==> src/hw/rtl/irb_lane.sv <==
// ---------------------------------------------------------------------------
// irb_lane - bilinear blend of one color channel
// Horizontal blend of both rows, then the vertical blend, then rounding.
// ---------------------------------------------------------------------------
`timescale 1ns / 1ps
`default_nettype none

module irb_lane #(
	parameter int CHANNEL_BITS     = 16,
	parameter int WEIGHT_FRAC_BITS = 8
) (
	input  wire                          clk,
	input  wire  [1:0]                   en,
	input  wire  [CHANNEL_BITS-1:0]      p00,
	input  wire  [CHANNEL_BITS-1:0]      p10,
	input  wire  [CHANNEL_BITS-1:0]      p01,
	input  wire  [CHANNEL_BITS-1:0]      p11,
	input  wire  [WEIGHT_FRAC_BITS-1:0]  tx,
	input  wire  [WEIGHT_FRAC_BITS-1:0]  ty,
	output logic [CHANNEL_BITS-1:0]      value
);

	localparam int CB = CHANNEL_BITS;
	localparam int WFB = WEIGHT_FRAC_BITS;
	localparam int AW = CB + WFB;
	localparam int VW = CB + 2 * WFB;

	logic [WFB:0]   wx0, wy0;
	logic [AW-1:0]  a_s8, b_s8;
	logic [WFB-1:0] ty_s8;
	logic [VW-1:0]  v_s9;
	logic [VW:0]    rounded;

	// Complementary weights
	always_comb begin
		wx0     = (WFB+1)'(1 << WFB) - (WFB+1)'(tx);
		wy0     = (WFB+1)'(1 << WFB) - (WFB+1)'(ty_s8);
		rounded = (VW+1)'(v_s9) + (VW+1)'(1 << (2 * WFB - 1));
		value   = rounded[2*WFB +: CB];
	end

	// Blend across, then down
	always_ff @(posedge clk) begin
		if (en[0]) begin
			a_s8  <= AW'(p00) * AW'(wx0) + AW'(p10) * AW'(tx);
			b_s8  <= AW'(p01) * AW'(wx0) + AW'(p11) * AW'(tx);
			ty_s8 <= ty;
		end
		if (en[1]) begin
			v_s9 <= VW'(a_s8) * VW'(wy0) + VW'(b_s8) * VW'(ty_s8);
		end
	end

endmodule

`default_nettype wire
==> config.mk <==
export PLATFORM = sky130hd
export DESIGN_NAME = irb_lane
export DESIGN_NICKNAME = d
export VERILOG_FILES = /design/src/hw/rtl/irb_lane.sv
export SDC_FILE = /design/constraint.sdc
export NUM_CORES = 2
export LEC_CHECK = 0
export ABC_AREA = 1
export BUFFER_PORTS_ARGS = -buffer_cell sky130_fd_sc_hd__buf_2
export CAP_MARGIN = 5
export CELL_PAD_IN_SITES_DETAIL_PLACEMENT = 1
export CELL_PAD_IN_SITES_GLOBAL_PLACEMENT = 2
export CORE_MARGIN = 4
export CORE_UTILIZATION = 43
export DETAILED_ROUTE_END_ITERATION = 16
export GPL_TIMING_DRIVEN = 0
export PLACE_DENSITY_LB_ADDON = 0.1
export SETUP_SLACK_MARGIN = 0.15
export SLEW_MARGIN = 15
export SYNTH_ARGS = -nofsm -noshare
export SYNTH_HDL_FRONTEND = slang
export SYNTH_SLANG_ARGS = --single-unit
==> constraint.sdc <==
create_clock -name clk -period 11.85 [get_ports clk]
set_input_delay 1.7775 -clock clk [delete_from_list [all_inputs] [get_ports clk]]
set_output_delay 1.7775 -clock clk [all_outputs]
set_load 0.05 [all_outputs]
==> results.sh <==
export IMPL_fin_nets=5583
export IMPL_min_delay_start="ty_s8[3]$_DFFE_PP_"
export IMPL_reg2reg_depth=28
export IMPL_synthesis_yosys_warnings=0
export IMPL_floorplan_die_area_um2=84200
export IMPL_drcViolationCount=0
export IMPL_post_synth_inst_count=4416
export IMPL_detailedPlace_worstSlack_ns=2.38
export IMPL_cts_repair_resized=0
export IMPL_sequential_to_total_area_share_from_yosys_stat_pct=6.40
export IMPL_detail_route_wl_per_cell_um=20.3
export IMPL_postSynthRegisterBits=73
export IMPL_syn_area_um2=34300
export IMPL_timing_rr_start="ty_s8[0]$_DFFE_PP_"
export IMPL_worstSetupEndpointType="register"
export IMPL_worst_ep_arrival_time_ns=9.14
export IMPL_async_reset_ff_share_pct=0
export IMPL_inserted_clock_buffers=9
export IMPL_crit_fanout=10
export IMPL_route_vias_total=26900
export IMPL_worst_hold_slack_ns=1.31
export IMPL_worst_endpoint_required_ns=11.98
export IMPL_synth_cell_types=40
export IMPL_synth_edff_count=73
export IMPL_maxSlewViolCount=0
export IMPL_nFillCells=9949
export IMPL_die_width_um=290
export IMPL_synth_area_per_cell_um2=7.76
export IMPL_grt_pass1_vias=30400
export IMPL_post_dp_hpwl_um=99700
export IMPL_layout_common_cells="sky130_fd_sc_hd__inv_1, sky130_fd_sc_hd__nand2_1, sky130_fd_sc_hd__fa_1"
export IMPL_h_tree_depth=3
export IMPL_clkTransAtPathRegs_ns=0.07
export IMPL_worst_setup_path_type="in -> reg"
export IMPL_final_setup_violation_count=0
export IMPL_layout_cells_most_common="sky130_fd_sc_hd__inv_1"
export IMPL_ioPinCount=99
export IMPL_cts_max_path_buffers=2
export IMPL_firstDrtPassIters=7
export IMPL_timing_reg2reg_setup_slack_ns=2.94
export IMPL_outcome="complete, no violations"
export IMPL_drive_gt1_share_pct=3.37
export IMPL_cts_post_setup_buffers_inserted=0
export IMPL_timing_final_hold_violations=0
export IMPL_fmaxAchievable_mhz=111
export IMPL_post_drt_via_cell_ratio=4.85
export IMPL_core_um2=79000
export IMPL_first_pass_grt_wire_length_um=176000
export IMPL_cts_root_buf="sky130_fd_sc_hd__clkbuf_16"
export IMPL_min_delay_worst_endpoint="v_s9[31]$_DFFE_PP_"
export IMPL_tritoncts_sink_count=73
export IMPL_worst_slew_pin_slew_ns=1.07
export IMPL_utilization_pct=45.8
export IMPL_postCtsHoldBufs=0
export IMPL_reg2reg_to="v_s9[23]$_DFFE_PP_"
export IMPL_maxSlewHeadroom_pct=27.9
export IMPL_die_height_um=290
export IMPL_areaGrowthSynthToFinish_pct=5.65
export IMPL_area_sequential_um2=2190
export IMPL_rows=103
export IMPL_initial_utilization_pct=43.4
export IMPL_grt_setup_unrepaired="no"
export IMPL_dominantRegCellSynth="sky130_fd_sc_hd__edfxtp_1"
export IMPL_drv_cap=0
export IMPL_layout_min_cycle_time_ns=9.02
export IMPL_detail_route_wirelength_um=113000
export IMPL_syn_nets=5517
export IMPL_holdCritPathClass="reg -> reg"
export IMPL_startpoint_type="primary input"
export IMPL_cts_tree="yes"
export IMPL_part_of_the_cycle_the_worst_path_needs_pct=76.1
export IMPL_setup_slack_ns=2.83
export IMPL_grt_total_usage_pct=27.3
export IMPL_drt_iter0_drc=1110
export IMPL_place_gp_congestion=0.910
export IMPL_tns_ns=0
export IMPL_initial_antenna_violation_count=5
export IMPL_globalRouteOverflowTotal=0
export IMPL_clock_insertion_delay_worst_skew_ns=0.38
export IMPL_area_of_combinational_cells_with_multiple_inputs_um2=25900
export IMPL_buffer_ports_inserted=55
export IMPL_remaining_antenna_violation_count=0
export IMPL_grt_start_max_net_pins=57
export IMPL_skew_ns=0.0132
export IMPL_min_path_cells=7
## sequential cells by signal, summed over array words and instances (netlist names)
register  flops
b_s8         24
v_s9         17
a_s8         24
ty_s8         8
## critical path, stage by stage
cell and delay [ns]:
sky130_fd_sc_hd__clkbuf_1 0.30, sky130_fd_sc_hd__nor4_1 0.91, sky130_fd_sc_hd__nand2_1 0.68, sky130_fd_sc_hd__inv_1 0.35, sky130_fd_sc_hd__buf_4 0.28, sky130_fd_sc_hd__nand2_1 0.12
sky130_fd_sc_hd__fa_1 0.54, sky130_fd_sc_hd__inv_1 0.05, sky130_fd_sc_hd__fa_1 0.48, sky130_fd_sc_hd__fa_1 0.50, sky130_fd_sc_hd__fa_1 0.44, sky130_fd_sc_hd__fa_1 0.52
sky130_fd_sc_hd__inv_1 0.05, sky130_fd_sc_hd__fa_1 0.57, sky130_fd_sc_hd__inv_1 0.07, sky130_fd_sc_hd__ha_1 0.36, sky130_fd_sc_hd__a21oi_1 0.27, sky130_fd_sc_hd__o21ai_0 0.16
sky130_fd_sc_hd__a21oi_1 0.17, sky130_fd_sc_hd__nand2_1 0.07, sky130_fd_sc_hd__nor2_1 0.26, sky130_fd_sc_hd__inv_1 0.08, sky130_fd_sc_hd__nand2_1 0.07, sky130_fd_sc_hd__nand2_1 0.05
## routing by layer
layer  track usage [%]  up-vias  wire, µm
met4              10.1        0      4750
li1                  -    12400         -
met5                 0        -         0
met1              34.1    13800     46900
met2              49.9      510     57500
met3              1.80      170      3510
## cell type report
| type | instances | area share [%] |
|---|---|---|
| Multi-Input combinational cell | 2722 | 71.5 |
| Tap cell | 1050 | 3.63 |
| Clock buffer | 10 | 0.633 |
| Clock inverter | 6 | 0.294 |
| Timing Repair Buffer | 55 | 0.768 |
| Sequential cell | 73 | 6.06 |
| Buffer | 158 | 1.96 |
| Antenna cell | 4 | 0.0277 |
| Inverter | 1463 | 15.2 |
## cells by family after synthesis
kind of cell | synth area share (%)
buffers and inverters | 18.1
and+or+nand+nor | 17.0
adders and majority gates | 54.3
AOI/OAI and AO/OA | 2.22
DFF | 6.40
xor gates and xnor gates | 1.92
## worst max-delay path by stage
stage / endpoint / cells past startpoint / startpoint
finish: a_s8[23]$_DFFE_PP_ / 24 / tx[6]
global route: v_s9[23]$_DFFE_PP_ / 28 / ty_s8[0]$_DFFE_PP_
CTS: a_s8[23]$_DFFE_PP_ / 24 / tx[6]
detailed placement: a_s8[23]$_DFFE_PP_ / 24 / tx[6]
global placement: a_s8[23]$_DFFE_PP_ / 24 / tx[6]
floorplan: a_s8[15]$_DFFE_PP_ / 29 / tx[1]
## metrics by stage
stage	area, µm²	instances
final	36200	5541
after global routing	36200	5537
after CTS	36200	5537
after detailed placement	35800	5521
after global placement	35800	5521
after floorplan	34300	4416
## cell usage after synthesis, types with 2 or more instances
cell	count	area (µm²)
sky130_fd_sc_hd__inv_1	1454	5460
sky130_fd_sc_hd__nand2_1	1094	4110
sky130_fd_sc_hd__fa_1	782	15700
sky130_fd_sc_hd__nor2_1	269	1010
sky130_fd_sc_hd__ha_1	236	2950
sky130_fd_sc_hd__a21oi_1	87	435
sky130_fd_sc_hd__clkbuf_1	78	293
sky130_fd_sc_hd__edfxtp_1	73	2190
sky130_fd_sc_hd__nand3_1	67	335
sky130_fd_sc_hd__xor2_1	52	455
sky130_fd_sc_hd__o21ai_0	41	205
sky130_fd_sc_hd__clkbuf_2	35	175
sky130_fd_sc_hd__buf_1	24	90.1
sky130_fd_sc_hd__xnor2_1	18	158
sky130_fd_sc_hd__nand4_1	16	100
sky130_fd_sc_hd__buf_2	11	55.1
sky130_fd_sc_hd__nor2_2	10	62.6
sky130_fd_sc_hd__nor3_1	9	45.0
sky130_fd_sc_hd__o21bai_1	8	60.1
sky130_fd_sc_hd__buf_6	6	67.6
sky130_fd_sc_hd__inv_2	6	22.5
sky130_fd_sc_hd__nor4_1	6	37.5
sky130_fd_sc_hd__buf_4	4	30.0
sky130_fd_sc_hd__o211ai_1	4	30.0
sky130_fd_sc_hd__and2_1	3	18.8
sky130_fd_sc_hd__clkinv_1	3	11.3
sky130_fd_sc_hd__or2_2	3	18.8
sky130_fd_sc_hd__a21o_1	2	15.0
sky130_fd_sc_hd__nand2_2	2	12.5
sky130_fd_sc_hd__nand3b_1	2	15.0
sky130_fd_sc_hd__nor2_4	2	22.5
Power is not shown: default switching activity piles up to over one toggle a cycle in this logic, so the estimate is an artifact.
