[config.mk]
export PLATFORM = sky130hd
export DESIGN_NAME = irb_map
export DESIGN_NICKNAME = d
export VERILOG_FILES = /design/src/hw/rtl/irb_pkg.sv /design/src/hw/rtl/irb_map.sv
export SDC_FILE = /design/constraint.sdc
export NUM_CORES = 2
export LEC_CHECK = 0
export ABC_CLOCK_PERIOD_IN_PS = 22300
export BUFFER_PORTS_ARGS = -buffer_cell sky130_fd_sc_hd__buf_2
export CAP_MARGIN = 5
export CORE_MARGIN = 1.5
export CORE_UTILIZATION = 32
export CTS_BUF_LIST = sky130_fd_sc_hd__clkbuf_4 sky130_fd_sc_hd__clkbuf_8
export CTS_CLUSTER_SIZE = 20
export DETAILED_ROUTE_END_ITERATION = 16
export GPL_TIMING_DRIVEN = 1
export RECOVER_POWER = 50
export REMOVE_ABC_BUFFERS = 1
export SKIP_LAST_GASP = 1
export SYNTH_ARGS = -nofsm -noshare
export SYNTH_HDL_FRONTEND = slang
export SYNTH_SLANG_ARGS = --single-unit
[constraint.sdc]
create_clock -name clk -period 22.3 [get_ports clk]
set_input_delay 1.115 -clock clk [delete_from_list [all_inputs] [get_ports clk]]
set_output_delay 1.115 -clock clk [all_outputs]
set_load 0.03 [all_outputs]
[src/hw/rtl/irb_pkg.sv]
// ---------------------------------------------------------------------------
// irb_pkg - shared types and constants for the rotate/bilinear unit
// Fixed field widths, register indexes and the structs passed between blocks.
// ---------------------------------------------------------------------------
`timescale 1ns / 1ps
`default_nettype none

package irb_pkg;

	// Fixed widths of ports and internal mapping values
	localparam int DIM_BITS   = 9;   // source width/height register
	localparam int POS_BITS   = 9;   // pos_x / pos_y
	localparam int TRIG_BITS  = 16;  // cosine / sine, signed Q2.14
	localparam int ABS_BITS   = 15;  // magnitude of a saturated Q2.14 value
	localparam int EXT_BITS   = 11;  // rotated extent before the 10-bit report
	localparam int OFS_BITS   = 12;  // twice the offset from the output center
	localparam int NX_BITS    = 28;  // source position in 2^-15 pixel units
	localparam int FIELD_BITS = 16;  // channel ports
	localparam int SIZE_BITS  = 10;  // rotated_width / rotated_height ports
	localparam int Q14_BITS   = 14;
	localparam int ONE_Q14    = 16384;
	localparam int PRD_BITS   = 24;  // magnitude times dimension

	// Register indexes on the configuration port
	localparam logic [1:0] REG_SOURCE_WIDTH  = 2'd0;
	localparam logic [1:0] REG_SOURCE_HEIGHT = 2'd1;
	localparam logic [1:0] REG_COS_VALUE     = 2'd2;
	localparam logic [1:0] REG_SIN_VALUE     = 2'd3;

	// Input function codes
	localparam logic FUNC_LOAD   = 1'b0;
	localparam logic FUNC_SAMPLE = 1'b1;

	// Configuration as seen by the datapath
	typedef struct packed {
		logic [DIM_BITS-1:0]  width;
		logic [DIM_BITS-1:0]  height;
		logic [TRIG_BITS-1:0] cos_v;
		logic [TRIG_BITS-1:0] sin_v;
	} cfg_t;

	// Mapped source neighborhood of one sample
	typedef struct packed {
		logic                in_src;
		logic [POS_BITS-1:0] x0;
		logic [POS_BITS-1:0] y0;
		logic [POS_BITS-1:0] x1;
		logic [POS_BITS-1:0] y1;
		logic [EXT_BITS-1:0] ow;
		logic [EXT_BITS-1:0] oh;
	} map_t;

	// Transaction carried alongside the mapping pipeline
	typedef struct packed {
		logic                     smp;
		logic                     wr;
		logic [POS_BITS-1:0]      x;
		logic [POS_BITS-1:0]      y;
		logic [4*FIELD_BITS-1:0]  data;
	} item_t;

endpackage

`default_nettype wire

[src/hw/rtl/irb_map.sv]
// ---------------------------------------------------------------------------
// irb_map - inverse rotation of an output coordinate to a source position
// Six stages: extent products, extents, center offsets, rotation products,
// rounding, and the neighborhood with bilinear weights and the inside test.
// ---------------------------------------------------------------------------
`timescale 1ns / 1ps
`default_nettype none

module irb_map #(
	parameter int MAX_WIDTH        = 256,
	parameter int MAX_HEIGHT       = 256,
	parameter int WEIGHT_FRAC_BITS = 8
) (
	input  wire                                 clk,
	input  wire  [5:0]                          en,
	input  irb_pkg::cfg_t                       cfg,
	input  wire  [irb_pkg::POS_BITS-1:0]        pos_x,
	input  wire  [irb_pkg::POS_BITS-1:0]        pos_y,
	output irb_pkg::map_t                       map_s6,
	output logic [WEIGHT_FRAC_BITS-1:0]         tx_s6,
	output logic [WEIGHT_FRAC_BITS-1:0]         ty_s6
);

	localparam int WFB = WEIGHT_FRAC_BITS;
	localparam int PS  = 15 - WFB;
	localparam int NXB = irb_pkg::NX_BITS;
	localparam int PB  = irb_pkg::PRD_BITS;

	logic [irb_pkg::DIM_BITS-1:0]         w_eff, h_eff;
	logic signed [irb_pkg::TRIG_BITS-1:0] c_sat, s_sat;
	logic [irb_pkg::ABS_BITS-1:0]         ac, as_v;

	logic [irb_pkg::POS_BITS-1:0]  px_s1, py_s1, px_s2, py_s2;
	logic [PB-1:0]                 aw_s1, sh_s1, sw_s1, ch_s1;
	logic [irb_pkg::EXT_BITS-1:0]  ow_s2, oh_s2, ow_s3, oh_s3, ow_s4, oh_s4, ow_s5, oh_s5;
	logic signed [irb_pkg::OFS_BITS-1:0] ex_s3, ey_s3;
	logic signed [NXB-1:0]         cex_s4, sey_s4, sex_s4, cey_s4;
	logic signed [NXB-1:0]         sx_s5, sy_s5;

	logic [PB+1:0]                 wsum, hsum;
	logic [PB+1-irb_pkg::Q14_BITS:0] wq, hq;
	logic signed [NXB-1:0]         cx_ofs, cy_ofs, rnd, nx, ny, lim_x, lim_y;
	logic [irb_pkg::POS_BITS-1:0]  x0, y0;

	// Saturate dimensions and trig values
	always_comb begin
		w_eff = cfg.width;
		if (cfg.width == '0) begin
			w_eff = irb_pkg::DIM_BITS'(1);
		end else if (13'(cfg.width) > 13'(MAX_WIDTH)) begin
			w_eff = irb_pkg::DIM_BITS'(MAX_WIDTH);
		end
		h_eff = cfg.height;
		if (cfg.height == '0) begin
			h_eff = irb_pkg::DIM_BITS'(1);
		end else if (13'(cfg.height) > 13'(MAX_HEIGHT)) begin
			h_eff = irb_pkg::DIM_BITS'(MAX_HEIGHT);
		end
		c_sat = $signed(cfg.cos_v);
		if (c_sat > 16'sd16384) begin
			c_sat = 16'sd16384;
		end else if (c_sat < -16'sd16384) begin
			c_sat = -16'sd16384;
		end
		s_sat = $signed(cfg.sin_v);
		if (s_sat > 16'sd16384) begin
			s_sat = 16'sd16384;
		end else if (s_sat < -16'sd16384) begin
			s_sat = -16'sd16384;
		end
		ac   = irb_pkg::ABS_BITS'(c_sat < 0 ? -c_sat : c_sat);
		as_v = irb_pkg::ABS_BITS'(s_sat < 0 ? -s_sat : s_sat);
	end

	// Rotated extents, rounded up, at least one
	always_comb begin
		wsum = (PB+2)'(aw_s1) + (PB+2)'(sh_s1) + (PB+2)'(irb_pkg::ONE_Q14 - 1);
		hsum = (PB+2)'(sw_s1) + (PB+2)'(ch_s1) + (PB+2)'(irb_pkg::ONE_Q14 - 1);
		wq   = wsum[PB+1:irb_pkg::Q14_BITS];
		hq   = hsum[PB+1:irb_pkg::Q14_BITS];
	end

	// Source position sums with the source center and half-LSB rounding
	always_comb begin
		cx_ofs = $signed(NXB'({(w_eff - 9'd1), 14'd0}));
		cy_ofs = $signed(NXB'({(h_eff - 9'd1), 14'd0}));
		rnd    = $signed(NXB'(1) << (PS - 1));
		nx     = cex_s4 + sey_s4 + cx_ofs + rnd;
		ny     = cey_s4 - sex_s4 + cy_ofs + rnd;
		lim_x  = $signed(NXB'({(w_eff - 9'd1), {WFB{1'b0}}}));
		lim_y  = $signed(NXB'({(h_eff - 9'd1), {WFB{1'b0}}}));
		x0     = sx_s5[WFB +: irb_pkg::POS_BITS];
		y0     = sy_s5[WFB +: irb_pkg::POS_BITS];
	end

	// Advance the mapping stages
	always_ff @(posedge clk) begin
		if (en[0]) begin
			px_s1 <= pos_x;
			py_s1 <= pos_y;
			aw_s1 <= PB'(ac) * PB'(w_eff);
			sh_s1 <= PB'(as_v) * PB'(h_eff);
			sw_s1 <= PB'(as_v) * PB'(w_eff);
			ch_s1 <= PB'(ac) * PB'(h_eff);
		end
		if (en[1]) begin
			px_s2 <= px_s1;
			py_s2 <= py_s1;
			ow_s2 <= (wq == '0) ? irb_pkg::EXT_BITS'(1) : irb_pkg::EXT_BITS'(wq);
			oh_s2 <= (hq == '0) ? irb_pkg::EXT_BITS'(1) : irb_pkg::EXT_BITS'(hq);
		end
		if (en[2]) begin
			ex_s3 <= $signed({2'b00, px_s2, 1'b0}) - $signed({1'b0, ow_s2}) + 12'sd1;
			ey_s3 <= $signed({2'b00, py_s2, 1'b0}) - $signed({1'b0, oh_s2}) + 12'sd1;
			ow_s3 <= ow_s2;
			oh_s3 <= oh_s2;
		end
		if (en[3]) begin
			cex_s4 <= NXB'(c_sat) * NXB'(ex_s3);
			sey_s4 <= NXB'(s_sat) * NXB'(ey_s3);
			sex_s4 <= NXB'(s_sat) * NXB'(ex_s3);
			cey_s4 <= NXB'(c_sat) * NXB'(ey_s3);
			ow_s4  <= ow_s3;
			oh_s4  <= oh_s3;
		end
		if (en[4]) begin
			sx_s5 <= nx >>> PS;
			sy_s5 <= ny >>> PS;
			ow_s5 <= ow_s4;
			oh_s5 <= oh_s4;
		end
		if (en[5]) begin
			map_s6.in_src <= (sx_s5 >= 0) && (sy_s5 >= 0) &&
				(sx_s5 <= lim_x) && (sy_s5 <= lim_y);
			map_s6.x0 <= x0;
			map_s6.y0 <= y0;
			map_s6.x1 <= (x0 == w_eff - 9'd1) ? x0 : x0 + 9'd1;
			map_s6.y1 <= (y0 == h_eff - 9'd1) ? y0 : y0 + 9'd1;
			map_s6.ow <= ow_s5;
			map_s6.oh <= oh_s5;
			tx_s6     <= sx_s5[WFB-1:0];
			ty_s6     <= sy_s5[WFB-1:0];
		end
	end

endmodule

`default_nettype wire

==> results_dict.tcl <==
set metrics [dict create \
    status "finished, violations left" \
    violations "max-capacitance violations, max-slew violations" \
    synth-warning-count 0 \
    cp_max_fo 31 \
    initial_utilization_pct 32.30 \
    fin_util_pct 35.13 \
    synth.area.mux_share_pct 0.07174 \
    holdWs_ns 0.4143 \
    numCtsBuffers 89 \
    drt_pre_antenna_iters 6 \
    crit_top_cell "inv_1" \
    fin_tns_setup_ns 0 \
    hold_buffers 0 \
    clock_path_buffers 3 \
    grt_max_degree 87 \
    placed_cell_area_sq_um 70110 \
    place_hpwl_mm 146.6 \
    cts_tree "done" \
    fmax_mhz 100.5 \
    io_buffers 149 \
    r2r_setup_slack_ns 14.98 \
    rows 166 \
    antenna_left 0 \
    htree_levels 3 \
    place_congestion 0.9157 \
    crit_type "in -> reg" \
    period_share_pct 44.64 \
    async_flop_share_pct 0 \
    netlist_area_sq_um 66270 \
    synth_fa_ha_area_share_pct 45.44 \
    final_area_sq_um 72080 \
    path_clk_slew_ns 0.07 \
    coreArea_sq_um 205200 \
    wire_per_inst_um 19.43 \
    worstReg2RegEnd "sey_s4[27]" \
    setup_viol 0 \
    synth_top_family_by_area "adder cells" \
    maxCapViolCount 6 \
    area_delta_synth_final_pct 8.764 \
    yosys.area.top_type "fa_1" \
    clk_latency_ns 0.85 \
    r2r_cells 22 \
    layout-drive-gt1-share_pct 6.422 \
    yosysUniqueCellTypes 80 \
    start_kind "input pin" \
    cp.arrival_ns 10.52 \
    grt_pass1_wl_mm 289.7 \
    grt_usage_pct 18.12 \
    crit_required_ns 22.86 \
    die_h_um 458.1 \
    r2r_start "ey_s3[5]" \
    hp-start "oh_s4[0]" \
    ios 150 \
    end_kind "flip-flop" \
    fin_nets 8708 \
    holdPathEnd "oh_s5[0]" \
    vias 46680 \
    die_w_um 458.1 \
    vias_per_cell 4.832 \
    syn_avg_cell_area_sq_um 9.742 \
    synth_compound_area_share_pct 5.028 \
    synth_flop_cell "edfxtp_1" \
    dieArea_sq_um 209800 \
    ys_top_cells_by_area "fa_1 (33%), edfxtp_1 (21%), ha_1 (12%), inv_1 (8.9%), nand2_1 (4.5%)" \
    synth_edf_count 473 \
    dr.first_iter.drc_count 3518 \
    cpPeakStageDelay_ns 0.73 \
    ctsResizeCount 0 \
    yosysSeqAreaShare_pct 21.43 \
    syn_inst 6803 \
    maxSlewViolCount 368 \
    min_period_ns 9.954 \
    synth-simple-area-share_pct 13.31 \
    slowest_stage "clkinv_1" \
    synth_top_area_share_pct 33.23 \
    rsz0062_at_grt "no" \
    ys_ff_latch 473 \
    tightest_slew_ns 5.627 \
    slew_headroom_pct -275.2 \
    grt_overflow 0 \
    cts_root_buf "clkbuf_8" \
    routed_wl_mm 187.6 \
    hp-class "reg -> reg" \
    antenna_found_initial 23 \
    grt_pass1_vias 48760 \
    synth-xor-area-share_pct 4.193 \
    cts_sinks 473 \
    post_cts_buffers 0 \
    route.detailed.drc 0 \
    finalClockSkew_ns 0.06847 \
    min_path_cells 0 \
    finalHoldViolations 0 \
]
critical path, delay by kind of cell:
kind | cells | cell delay, ns
adder cells (fa/ha/maj) | 6 | 2.57
AND/OR/NAND/NOR | 7 | 1.97
XOR/XNOR | 2 | 0.57
buffers and inverters | 6 | 1.10
multiplexers | 1 | 0.44
AO/OA/AOI/OAI | 11 | 2.71
cell usage after synthesis (22+ instances only):
| master | number |
|---|---|
| a21o_1 | 60 |
| edfxtp_1 | 473 |
| nand2b_1 | 50 |
| o21ai_0 | 98 |
| nand3_1 | 46 |
| nor2_1 | 484 |
| and3_1 | 195 |
| nor3_1 | 63 |
| ha_1 | 647 |
| a21oi_1 | 151 |
| nor2b_1 | 44 |
| nand2_1 | 792 |
| and2_1 | 148 |
| clkbuf_1 | 213 |
| buf_2 | 22 |
| fa_1 | 1100 |
| inv_1 | 1580 |
| o21a_1 | 44 |
| xnor2_1 | 224 |
| xor2_1 | 64 |
| or3_1 | 27 |
cells by family after synthesis:
| logic type | after synthesis |
|---|---|
| XOR/XNOR | 301 |
| buffers and inverters | 1837 |
| AND/OR/NAND/NOR | 1933 |
| AO/OA/AOI/OAI | 508 |
| multiplexers | 4 |
| adder cells (fa/ha/maj) | 1747 |
| flip-flops | 473 |
final cells by class:
cell class	count	area, sq um
Timing Repair Buffer	247	1458
Antenna cell	11	27.53
Multi-Input combinational cell	4493	45120
Fill cell	20670	133100
Clock buffer	105	1345
Tap cell	2688	3363
Inverter	1582	5938
Clock inverter	60	625.6
Sequential cell	473	14200
routing by layer:
metal / wire, um / vias to the layer above / track usage [%]
met2: 89700 / 1639 / 30.28
met3: 12620 / 329 / 2.673
met5: 76 / - / 0
met4: 9282 / 10 / 8.607
met1: 75960 / 23550 / 22.99
li1: - / 21150 / -
state kept, by name (all words and copies together) (netlist names), 21 cells and up:
signal / count
ch_s1: 24
sy_s5: 21
sey_s4: 28
sex_s4: 28
cey_s4: 28
sx_s5: 21
map_s6: 59
sh_s1: 24
sw_s1: 24
cex_s4: 28
aw_s1: 24
how the worst max path moves through the flow:
stage            start   endpoint  slack [ns]  cells after the start
2_1_floorplan   cfg[4]  sh_s1[22]       12.95                     28
3_3_place_gp   cfg[18]  aw_s1[22]       11.52                     30
3_5_place_dp   cfg[18]  aw_s1[22]       11.08                     34
4_1_cts        cfg[18]  aw_s1[22]       12.02                     34
5_1_grt        cfg[18]  aw_s1[22]       11.91                     33
6_report       cfg[18]  aw_s1[22]       12.35                     33
placed cells by master (no fill, tap or decap), types with 46 or more instances in the layout:
cell type / Yosys / routed
inv_1: 1580 / 1580
fa_1: 1100 / 1100
nand2_1: 792 / 792
ha_1: 647 / 647
nor2_1: 484 / 483
edfxtp_1: 473 / 473
xnor2_1: 224 / 224
and3_1: 195 / 195
a21oi_1: 151 / 151
and2_1: 148 / 146
buf_2: 22 / 133
o21ai_0: 98 / 98
buf_4: 5 / 97
clkbuf_8: 0 / 89
xor2_1: 64 / 64
nor3_1: 63 / 63
a21o_1: 60 / 60
nand2b_1: 50 / 50
nand3_1: 46 / 46
metrics by stage:
stage	setup WS, ns	std cells
final	12.35	9659
after global routing	11.91	9657
after CTS	12.02	9647
after detailed placement	11.08	9482
after global placement	11.52	9482
after floorplan	12.95	6548
Power is left out: the tool's default activity adds up to more than one toggle a clock period on the data nets, which glitch-free logic cannot reach.
